`src/design/bzc_pkg.sv`:
```
`timescale 1ns / 1ps

package bzc_pkg;

   localparam int STEPS_PER_CUE = 8;
   localparam int STEP_W        = $clog2(STEPS_PER_CUE);
   localparam int FREQ_W        = 15;
   localparam int MS_W          = 9;
   localparam int CUE_W         = 3;
   localparam int PRIO_W        = 3;
   localparam int OP_W          = 2;
   localparam int DUTY_W        = 8;
   localparam int CSR_IDX_W     = 1;

   localparam logic [DUTY_W-1:0] DUTY_ON  = 8'd128;
   localparam logic [DUTY_W-1:0] DUTY_OFF = 8'd0;
   localparam logic [FREQ_W-1:0] RESONANCE_RESET = 15'd4000;

   typedef enum logic [OP_W-1:0] {
      OP_TICK    = 2'd0,
      OP_PLAY    = 2'd1,
      OP_SILENCE = 2'd2
   } op_type;

   typedef enum logic [CSR_IDX_W-1:0] {
      CSR_SOUND_ENABLE = 1'b0,
      CSR_RESONANCE    = 1'b1
   } csr_idx_type;

   typedef enum logic [1:0] {
      TONE_OFF = 2'd0,
      TONE_HI  = 2'd1,
      TONE_LO  = 2'd2
   } tone_type;

   typedef struct packed {
      tone_type         tone;
      logic [MS_W-1:0]  ms;
   } step_type;

   typedef struct packed {
      logic              sound_enable;
      logic [FREQ_W-1:0] resonance_hz;
   } cfg_type;

   typedef struct packed {
      logic [FREQ_W-1:0] tone_freq;
      logic [DUTY_W-1:0] drive_duty;
      logic              busy_res;
      logic              request_taken;
   } result_type;

   function automatic step_type mk_step(input tone_type tone, input int ms);
      step_type s;
      s.tone = tone;
      s.ms   = MS_W'(ms);
      return s;
   endfunction

   // Pattern table. Entries past the end marker of a cue read as silence of zero length.
   function automatic step_type cue_step(input logic [CUE_W-1:0] cue,
                                         input logic [STEP_W-1:0] idx);
      step_type s;
      s = mk_step(TONE_OFF, 0);
      case (cue)
         3'd0: begin
            case (idx)
               STEP_W'(0): s = mk_step(TONE_HI, 90);
               STEP_W'(1): s = mk_step(TONE_OFF, 70);
               STEP_W'(2): s = mk_step(TONE_HI, 90);
               STEP_W'(3): s = mk_step(TONE_OFF, 70);
               STEP_W'(4): s = mk_step(TONE_HI, 90);
               STEP_W'(5): s = mk_step(TONE_OFF, 70);
               STEP_W'(6): s = mk_step(TONE_HI, 220);
               default:    s = mk_step(TONE_OFF, 0);
            endcase
         end
         3'd1: begin
            case (idx)
               STEP_W'(0): s = mk_step(TONE_HI, 110);
               STEP_W'(1): s = mk_step(TONE_OFF, 90);
               STEP_W'(2): s = mk_step(TONE_HI, 110);
               default:    s = mk_step(TONE_OFF, 0);
            endcase
         end
         3'd2: begin
            case (idx)
               STEP_W'(0): s = mk_step(TONE_LO, 120);
               default:    s = mk_step(TONE_OFF, 0);
            endcase
         end
         3'd3: begin
            case (idx)
               STEP_W'(0): s = mk_step(TONE_LO, 70);
               STEP_W'(1): s = mk_step(TONE_OFF, 60);
               STEP_W'(2): s = mk_step(TONE_LO, 70);
               default:    s = mk_step(TONE_OFF, 0);
            endcase
         end
         3'd4: begin
            case (idx)
               STEP_W'(0): s = mk_step(TONE_LO, 300);
               STEP_W'(1): s = mk_step(TONE_OFF, 120);
               STEP_W'(2): s = mk_step(TONE_LO, 300);
               default:    s = mk_step(TONE_OFF, 0);
            endcase
         end
         3'd5: begin
            case (idx)
               STEP_W'(0): s = mk_step(TONE_LO, 80);
               STEP_W'(1): s = mk_step(TONE_HI, 120);
               default:    s = mk_step(TONE_OFF, 0);
            endcase
         end
         3'd6: begin
            case (idx)
               STEP_W'(0): s = mk_step(TONE_HI, 80);
               STEP_W'(1): s = mk_step(TONE_LO, 160);
               default:    s = mk_step(TONE_OFF, 0);
            endcase
         end
         default: begin
            case (idx)
               STEP_W'(0): s = mk_step(TONE_HI, 25);
               default:    s = mk_step(TONE_OFF, 0);
            endcase
         end
      endcase
      return s;
   endfunction

   function automatic logic [PRIO_W-1:0] cue_prio(input logic [CUE_W-1:0] cue);
      logic [PRIO_W-1:0] p;
      case (cue)
         3'd0:    p = 3'd5;
         3'd1:    p = 3'd4;
         3'd2:    p = 3'd3;
         3'd3:    p = 3'd2;
         3'd4:    p = 3'd4;
         3'd5:    p = 3'd1;
         3'd6:    p = 3'd1;
         default: p = 3'd0;
      endcase
      return p;
   endfunction

   // The low tone is three quarters of the resonance, rounded down.
   function automatic logic [FREQ_W-1:0] tone_hz(input tone_type tone,
                                                 input logic [FREQ_W-1:0] res);
      logic [FREQ_W+1:0] triple;
      logic [FREQ_W-1:0] f;
      triple = {2'b00, res} + {1'b0, res, 1'b0};
      case (tone)
         TONE_HI: f = res;
         TONE_LO: f = triple[FREQ_W+1:2];
         default: f = '0;
      endcase
      return f;
   endfunction

endpackage

```
`src/design/bzc_csr.sv`:
```
`timescale 1ns / 1ps

module bzc_csr (
   input  logic                            clock,
   input  logic                            reset,
   input  logic                            csr_valid,
   output logic                            csr_ready,
   input  logic [bzc_pkg::CSR_IDX_W-1:0]   csr_index,
   input  logic [bzc_pkg::FREQ_W-1:0]      csr_wdata,
   output bzc_pkg::cfg_type                cfg
);
   import bzc_pkg::*;

   logic              sound_enable_ff;
   logic              sound_enable_in;
   logic [FREQ_W-1:0] resonance_ff;
   logic [FREQ_W-1:0] resonance_in;

   assign csr_ready = 1'b1;

   always_comb begin
      sound_enable_in = sound_enable_ff;
      resonance_in    = resonance_ff;
      if (csr_valid && csr_ready) begin
         unique case (csr_index)
            CSR_SOUND_ENABLE: sound_enable_in = csr_wdata[0];
            CSR_RESONANCE:    resonance_in    = csr_wdata;
            default:          ;
         endcase
      end
   end

   always_ff @(posedge clock) begin
      if (reset) begin
         sound_enable_ff <= 1'b1;
         resonance_ff    <= RESONANCE_RESET;
      end else begin
         sound_enable_ff <= sound_enable_in;
         resonance_ff    <= resonance_in;
      end
   end

   assign cfg.sound_enable = sound_enable_ff;
   assign cfg.resonance_hz = resonance_ff;

endmodule

```
`src/design/bzc_core.sv`:
```
`timescale 1ns / 1ps

module bzc_core (
   input  logic                        clock,
   input  logic                        reset,
   input  logic                        advance,
   input  logic [bzc_pkg::OP_W-1:0]    op,
   input  logic [bzc_pkg::CUE_W-1:0]   cue,
   input  bzc_pkg::cfg_type            cfg,
   output bzc_pkg::result_type         result
);
   import bzc_pkg::*;

   logic              active_ff,   active_in;
   logic [CUE_W-1:0]  cue_ff,      cue_in;
   logic [STEP_W-1:0] step_ff,     step_in;
   logic [MS_W-1:0]   elapsed_ff,  elapsed_in;
   logic [PRIO_W-1:0] prio_ff,     prio_in;
   logic [FREQ_W-1:0] tone_ff,     tone_in;
   logic              taken;

   step_type          cur_step;
   step_type          nxt_step;
   step_type          first_step;
   logic [MS_W-1:0]   elapsed_inc;
   logic [PRIO_W-1:0] new_prio;

   assign cur_step    = cue_step(cue_ff, step_ff);
   assign nxt_step    = cue_step(cue_ff, step_ff + STEP_W'(1));
   assign first_step  = cue_step(cue, '0);
   assign elapsed_inc = elapsed_ff + MS_W'(1);
   assign new_prio    = cue_prio(cue);

   always_comb begin
      active_in  = active_ff;
      cue_in     = cue_ff;
      step_in    = step_ff;
      elapsed_in = elapsed_ff;
      prio_in    = prio_ff;
      tone_in    = tone_ff;
      taken      = 1'b0;
      case (op)
         OP_TICK: begin
            if (active_ff) begin
               if (cur_step.ms == '0) begin
                  active_in = 1'b0;
                  prio_in   = '0;
                  tone_in   = '0;
               end else if (elapsed_inc >= cur_step.ms) begin
                  elapsed_in = '0;
                  if (step_ff == STEP_W'(STEPS_PER_CUE - 1)) begin
                     active_in = 1'b0;
                     prio_in   = '0;
                     tone_in   = '0;
                  end else begin
                     step_in = step_ff + STEP_W'(1);
                     tone_in = tone_hz(nxt_step.tone, cfg.resonance_hz);
                  end
               end else begin
                  elapsed_in = elapsed_inc;
               end
            end
         end
         OP_PLAY: begin
            // A running pattern of strictly higher priority keeps playing.
            if (cfg.sound_enable && !(active_ff && (new_prio < prio_ff))) begin
               active_in  = 1'b1;
               cue_in     = cue;
               prio_in    = new_prio;
               step_in    = '0;
               elapsed_in = '0;
               tone_in    = tone_hz(first_step.tone, cfg.resonance_hz);
               taken      = 1'b1;
            end
         end
         OP_SILENCE: begin
            active_in = 1'b0;
            prio_in   = '0;
            tone_in   = '0;
         end
         default: ;
      endcase
   end

   always_ff @(posedge clock) begin
      if (reset) begin
         active_ff  <= 1'b0;
         cue_ff     <= '0;
         step_ff    <= '0;
         elapsed_ff <= '0;
         prio_ff    <= '0;
         tone_ff    <= '0;
      end else if (advance) begin
         active_ff  <= active_in;
         cue_ff     <= cue_in;
         step_ff    <= step_in;
         elapsed_ff <= elapsed_in;
         prio_ff    <= prio_in;
         tone_ff    <= tone_in;
      end
   end

   assign result.tone_freq     = tone_in;
   assign result.drive_duty    = (tone_in != '0) ? DUTY_ON : DUTY_OFF;
   assign result.busy_res      = active_in;
   assign result.request_taken = taken;

endmodule

```
`src/design/buzzer_cue_sequencer.sv`:
```
`timescale 1ns / 1ps
// Buzzer cue sequencer: plays one of eight fixed alert patterns as a tone frequency
// and a PWM duty value.
// Request channel (req_*): one item per command: tick (one millisecond), play a cue,
// or silence. Result channel (rsp_*): exactly one item for every request, giving the
// tone now driven, its duty, whether a pattern is active and whether a play request
// started its pattern.
// After acceptance the item sits in the input register; the state update and pattern
// table lookup then land in the result register, where rsp_valid rises.
// Throughput is one item per cycle; the result register parts the two sides, so a new
// item is taken while a result waits, and req_stall rises only when both the input and
// result registers are full and rsp_stall is high.
// Configuration (csr_*): index 0 enables sound, index 1 sets the resonance in hertz.
// Writes are always ready and take effect at the next play request or step change.
// Reset (synchronous): no pattern active, silent output, sound enabled, 4000 Hz.
// A stalled result holds its value until it is taken.
module buzzer_cue_sequencer (
   input  logic                            clock,
   input  logic                            reset,
   input  logic                            req_valid,
   output logic                            req_stall,
   input  logic [bzc_pkg::OP_W-1:0]        req_opcode,
   input  logic [bzc_pkg::CUE_W-1:0]       req_cue_id,
   output logic                            rsp_valid,
   input  logic                            rsp_stall,
   output logic [bzc_pkg::FREQ_W-1:0]      rsp_tone_freq,
   output logic [bzc_pkg::DUTY_W-1:0]      rsp_drive_duty,
   output logic                            rsp_busy_res,
   output logic                            rsp_request_taken,
   input  logic                            csr_valid,
   output logic                            csr_ready,
   input  logic [bzc_pkg::CSR_IDX_W-1:0]   csr_index,
   input  logic [bzc_pkg::FREQ_W-1:0]      csr_wdata
);
   import bzc_pkg::*;

   cfg_type          cfg;
   result_type       result;
   result_type       rsp_ff;

   logic             in_valid_ff, in_valid_in;
   logic [OP_W-1:0]  in_op_ff;
   logic [CUE_W-1:0] in_cue_ff;
   logic             rsp_valid_ff, rsp_valid_in;
   logic             out_free;
   logic             advance;
   logic             accept;

   assign out_free  = !rsp_valid_ff || !rsp_stall;
   assign advance   = in_valid_ff && out_free;
   assign req_stall = in_valid_ff && !out_free;
   assign accept    = req_valid && !req_stall;

   assign in_valid_in  = accept || (in_valid_ff && !advance);
   assign rsp_valid_in = advance || (rsp_valid_ff && rsp_stall);

   always_ff @(posedge clock) begin
      if (reset) begin
         in_valid_ff  <= 1'b0;
         rsp_valid_ff <= 1'b0;
      end else begin
         in_valid_ff  <= in_valid_in;
         rsp_valid_ff <= rsp_valid_in;
      end
   end

   always_ff @(posedge clock) begin
      if (accept) begin
         in_op_ff  <= req_opcode;
         in_cue_ff <= req_cue_id;
      end
      if (advance) begin
         rsp_ff <= result;
      end
   end

   bzc_csr u_csr (
      .clock     (clock),
      .reset     (reset),
      .csr_valid (csr_valid),
      .csr_ready (csr_ready),
      .csr_index (csr_index),
      .csr_wdata (csr_wdata),
      .cfg       (cfg)
   );

   bzc_core u_core (
      .clock   (clock),
      .reset   (reset),
      .advance (advance),
      .op      (in_op_ff),
      .cue     (in_cue_ff),
      .cfg     (cfg),
      .result  (result)
   );

   assign rsp_valid         = rsp_valid_ff;
   assign rsp_tone_freq     = rsp_ff.tone_freq;
   assign rsp_drive_duty    = rsp_ff.drive_duty;
   assign rsp_busy_res      = rsp_ff.busy_res;
   assign rsp_request_taken = rsp_ff.request_taken;

endmodule

```
`config.mk`:
```
export PLATFORM = sky130hd
export DESIGN_NAME = buzzer_cue_sequencer
export DESIGN_NICKNAME = d
export VERILOG_FILES = /design/src/design/bzc_pkg.sv /design/src/design/bzc_csr.sv /design/src/design/bzc_core.sv /design/src/design/buzzer_cue_sequencer.sv
export SDC_FILE = /design/constraint.sdc
export NUM_CORES = 1
export LEC_CHECK = 0
export BUFFER_PORTS_ARGS = -buffer_cell sky130_fd_sc_hd__buf_4
export CAP_MARGIN = 10
export CORE_AREA = 2 2 102 104
export DETAILED_ROUTE_END_ITERATION = 7
export DIE_AREA = 0 0 104 106
export PLACE_DENSITY = 0.71
export SYNTH_ARGS = -nofsm -noshare
export SYNTH_HDL_FRONTEND = slang
export SYNTH_SLANG_ARGS = --single-unit
```
`constraint.sdc`:
```
create_clock -name clock -period 4.9 [get_ports clock]
set_input_delay 0 -clock clock [delete_from_list [all_inputs] [get_ports clock]]
set_output_delay 0 -clock clock [all_outputs]
set_load 0.02 [all_outputs]
```
==> After elaboration in Yosys (flattened, before gate mapping) <==
Cells that the tools add are included.
{ "word_totals": {"output_inout_bits": 28, "register_bits": 82} }
{ "op_classes": {"n_eq_ne": 38, "n_bitwise": 1, "muxes": 53, "order_cmp": 2, "n_addsub": 3, "reduce_logical": 39} }
{ "op_table": {"columns": ["operator", "count"], "rows": [
  ["11-bit one-hot mux with 7 select lines", 2],
  ["11-bit one-hot mux with 2 select lines", 4],
  ["15-bit 2-to-1 mux", 5],
  ["9-bit one-hot mux with 7 select lines", 1],
  ["15-bit one-hot mux with 2 select lines", 2],
  ["15-bit one-hot mux with 3 select lines", 1],
  ["7-bit one-hot mux with 2 select lines", 3],
  ["3-bit == test, second input constant", 13],
  ["9-bit 2-to-1 mux", 4],
  ["9-bit one-hot mux with 2 select lines", 2],
  ["3-bit 2-to-1 mux", 10],
  ["10-bit one-hot mux with 3 select lines", 1],
  ["3-bit by 2-bit == test with 1-bit output, second input constant", 8],
  ["8-bit one-hot mux with 3 select lines", 1],
  ["10-bit one-hot mux with 2 select lines", 1],
  ["15-bit by 16-bit adder with 17-bit output", 1],
  ["8-bit one-hot mux with 2 select lines", 1],
  ["3-bit one-hot mux with 5 select lines", 1],
  ["15-bit nonzero test", 1],
  ["3-bit by 1-bit == test with 1-bit output, second input constant", 4],
  ["3-bit logical NOT", 4],
  ["3-bit OR reduction", 4],
  ["11-bit 2-to-1 mux", 1],
  ["10-bit 2-to-1 mux", 1],
  ["other kinds (30)", 60]
]} }

==> Longest topological paths before layout <==
{ "logic_depth": {"word_depth": 14, "mapped_depth": 20} }

==> Cells and area by module <==
From an unflattened synthesis, not the netlist that was laid out.
{ "unflattened": {"cells_unflattened": 640, "area_unflattened_um2": 5674.2} }
{ "by_module_without_submodules": {"columns": ["mod", "seq_area_each_um2", "cells_per_inst", "instances", "area_each_um2"], "rows": [
  ["bzc_core", 680.7, 531, 1, 4003.8],
  ["buzzer_cue_sequencer", 940.9, 40, 1, 987.2],
  ["bzc_csr", 320.3, 69, 1, 683.2]
]} }

==> Worst setup path after synthesis <==
OpenSTA, ideal clock, no wires.
{ "synth_timing": {"kind": "register to register", "start": "reg u_core.step_ff[0]", "end": "reg rsp_ff, in the netlist rsp_drive_duty[7], data pin", "stages_incl_launch_ff": 19, "arrival_ps": 4033, "setup_ps": 272, "t_required_ps": 4628, "path_slack_ps": 595, "cell_sequence": "dfxtp_1 > inv_1 > ha_1 > nor2_1 > or3_2 > nand2_1 > nand2_1 > a22o_1 > ha_1 > nand4_1 > o311a_1 > or2_1 > clkbuf_1 > a21o_1 > buf_6 > a221o_1 > nor3_2 > nand4_1 > or4b_1"} }
{ "synth_lines": {"columns": ["element", "line_no", "source"], "rows": [
  ["start: declaration", "bzc_core.sv:16", "logic [STEP_W-1:0] step_ff, step_in;"],
  ["start signal: assignment", "bzc_core.sv:96", "step_ff <= step_in;"],
  ["end signal: assignment", "buzzer_cue_sequencer.sv:73", "rsp_ff <= result;"],
  ["end: declaration", "buzzer_cue_sequencer.sv:39", "result_type rsp_ff;"]
]} }

==> results.cfg <==
[die]
rows = 37
die_height_um = 106
ios = 54
die-area_sq_um = 11000
start_util = 0.538
die_x_um = 104
core_sq_um = 10000

[worst_setup_path]
cp-start-kind = flip-flop
cp_cell_sequence = inv_1 > ha_2 > nor2_1 > or3_2 > nand2_1 > nand2_1 > a22o_1 > ha_1 > nand4_1 > o311a_1 > or2_1 > a21o_1 > a222oi_1 > and4_1 > nand4_1 > or4b_1
cp.arrival_ps = 4820
critical_path_class = reg -> reg
endpoint_kind = flip-flop
critPathLaunch = u_core.step_ff[0]
rr_startpoint = u_core.step_ff[0]
crit_fanout = 12
critPathRequiredTime_ps = 5000
crit_slowest_cell = or3_2
max_stage_delay_ps = 510

[synthesis]
yosysTopAreaCell = dfxtp_1
synthArstFlopShare = 0
synth_cell_type_count = 87
synth_edf_count = 23
yosys_warnings = 0
ys_top_cells_by_area = dfxtp_1, edfxtp_1, ha_1
ys_seq_area_frac = 0.322
syn_inst = 647
yosys-top-cells-count = nand2_1, nor2_1, a21oi_1
yosys.cell_count.top_type = nand2_1
avgSynthCellArea_sq_um = 8.32
ys_seq_elements = 75
synth_area_sq_um = 5380
synth_top_area_share = 0.193
ys.flop_type = dfxtp_1

[grt]
overflow = 0
grt_antenna_before_repair = 0
grt_start_max_net_pins = 53
grt_pass1_vias = 4564
grt_first_pass_wirelength_mm = 22.5
grt.total_usage = 0.249

[timing]
hold_viol_final = 0
tightest_slew_ps = 775
fin_skew_ps = 12.4
slew_viol_final = 0
setup_violations = 0
relSlewSlack = 0.482
period_share = 0.962
fmax_ghz = 0.212
rsz0062_at_grt = no
fin_crit_ps = 4710
tns_ps = 0

[layout]
fin_cells = 840
multiInputGateArea_sq_um = 3340
fill_cells = 887
diodes = 0
area_growth_pct = 14.9
nNetsFinal = 764
layout-drive-gt1-share = 0.132
regArea_sq_um = 1730

[power_and_ir_drop]
switching_power_w = 0.000457
p_leak_nw = 2.50
powerDensity_nw_per_um2 = 243
power.internal_w = 0.00104
swShare = 0.305
ir_worst_vdd_mv = 0.208
p_comb_frac = 0.216
clkPwrFrac = 0.318
seq_power_share = 0.466

[outcome]
outcome = finished, final reports clean

[cts]
cts_inserted_buffers = 9
root_buffer = clkbuf_8
cts.clk_slew.worst_paths_ps = 90
cts.sinks = 75
cts_tree = done
htree_levels = 3
post-cts-setup-buffers = 0
cts_buffer_depth = 2
insertion_delay_ps = 360

[routing]
num_vias = 4929
ant_nets = 0
top_layer = met4
dr_wl_met3_um = 812
avgRoutedWirePerCell_um = 15.8
initialDrtViolationCount = 389
drc_errors = 0
met1_length_mm = 6.35
dr.pass1.iters = 6
detailroute.wirelength.met2_mm = 5.93
wirelength_mm = 13.2
viasPerCell = 5.87

[placement]
placed_cells = 802
gp_congestion = 0.890
place_hpwl_mm = 9.73
portBuffers = 45

[job]
maxCapViolCount = 0

[hold_path]
holdCritStartpoint = csr_index
hp-class = in -> reg
cell usage in the layout, fill, tap and decap left out, types with 13 or more instances in the layout:
cell type,instances
nand3_1,13
buf_4,56
a211oi_1,13
nand2_1,83
nor3_1,13
inv_1,29
dlygate4sd3_1,22
nor2_1,57
a21oi_1,56
dfxtp_1,52
ha_1,37
o21ai_0,18
edfxtp_1,23
metrics by stage:
stage / area [sq um] / util / total power (W) / setup slack [ps] / hold slack, ps
after detailed placement: 5770 / 0.577 / 0.00102 / 156 / 179
after CTS: 6180 / 0.618 / 0.00150 / 122 / 26.0
after global routing: 6180 / 0.618 / 0.00157 / 12.0 / 33.4
final: 6180 / 0.618 / 0.00150 / 186 / 21.8
after global placement: 5770 / 0.577 / 0.00101 / 325 / 179
after floorplan: 5410 / - / 0.000935 / 595 / 98.9
area by class of cell:
| cell class | count | area share |
|---|---|---|
| multi-input cells | 505 | 0.540 |
| clock inverters | 6 | 0.0103 |
| inverters | 30 | 0.0182 |
| well taps | 136 | 0.0275 |
| repair buffers | 78 | 0.104 |
| clock buffers | 10 | 0.0206 |
| flip-flops and latches | 75 | 0.280 |
worst paths after layout:
path,slack [ps],cells past startpoint,end
max,190,16,rsp_drive_duty[7]
min,20,4,u_csr.sound_enable_ff
max reg2reg,190,16,rsp_drive_duty[7]
min reg2reg,460,2,u_core.prio_ff[2]
state kept, by name (all words and copies together) (netlist names), 2 cells and up:
name / flops
u_core.elapsed_ff: 9
u_core.prio_ff: 3
in_op_ff: 2
in_cue_ff: 3
u_csr.resonance_ff: 15
rsp_tone_freq: 15
u_core.tone_ff: 15
u_core.cue_ff: 3
u_core.step_ff: 3
worst max-delay path: cells and delay by family (launching register included):
kind	cells	cell delay, ps
simple gates	9	1920
compound gates	4	1430
fa+ha+maj	2	590
flops	1	380
buf+inv	1	140
power groups by stage:
stage               clock network, W  logic, W  registers, W
floorplan                          0  0.000222      0.000713
global placement                   0  0.000296      0.000712
detailed placement                 0  0.000304      0.000713
CTS                         0.000483  0.000319      0.000698
global route                0.000509  0.000359      0.000703
finish                      0.000478  0.000324      0.000699
logic make-up (layout without fill, tap and decap cells):
| logic type | after synthesis | after routing | synth area share |
|---|---|---|---|
| AND/OR/NAND/NOR | 249 | 249 | 0.229 |
| AO/OA/AOI/OAI | 183 | 183 | 0.246 |
| flip-flops | 75 | 75 | 0.322 |
| buffers and inverters | 73 | 124 | 0.0632 |
| adder cells (fa/ha/maj) | 40 | 40 | 0.0939 |
| XOR/XNOR | 21 | 21 | 0.0342 |
| multiplexers | 4 | 4 | 0.00999 |
| other | 2 | 8 | 0.00139 |
timing repair:
action / 4_1_cts / 5_1_grt
hold buffers: 22 / 0
endpoints found under the hold margin: 23 / 0
resized for setup: 0 / 1
setup endpoints to repair: 0 / 1
routing by layer:
| metal | up-vias | global-route usage |
|---|---|---|
| li1 | 2447 | - |
| met1 | 2295 | 0.360 |
| met2 | 174 | 0.391 |
| met3 | 13 | 0.0331 |
| met4 | 0 | 0.0705 |
| met5 | - | 0 |
(Power assumes the default switching activity.)
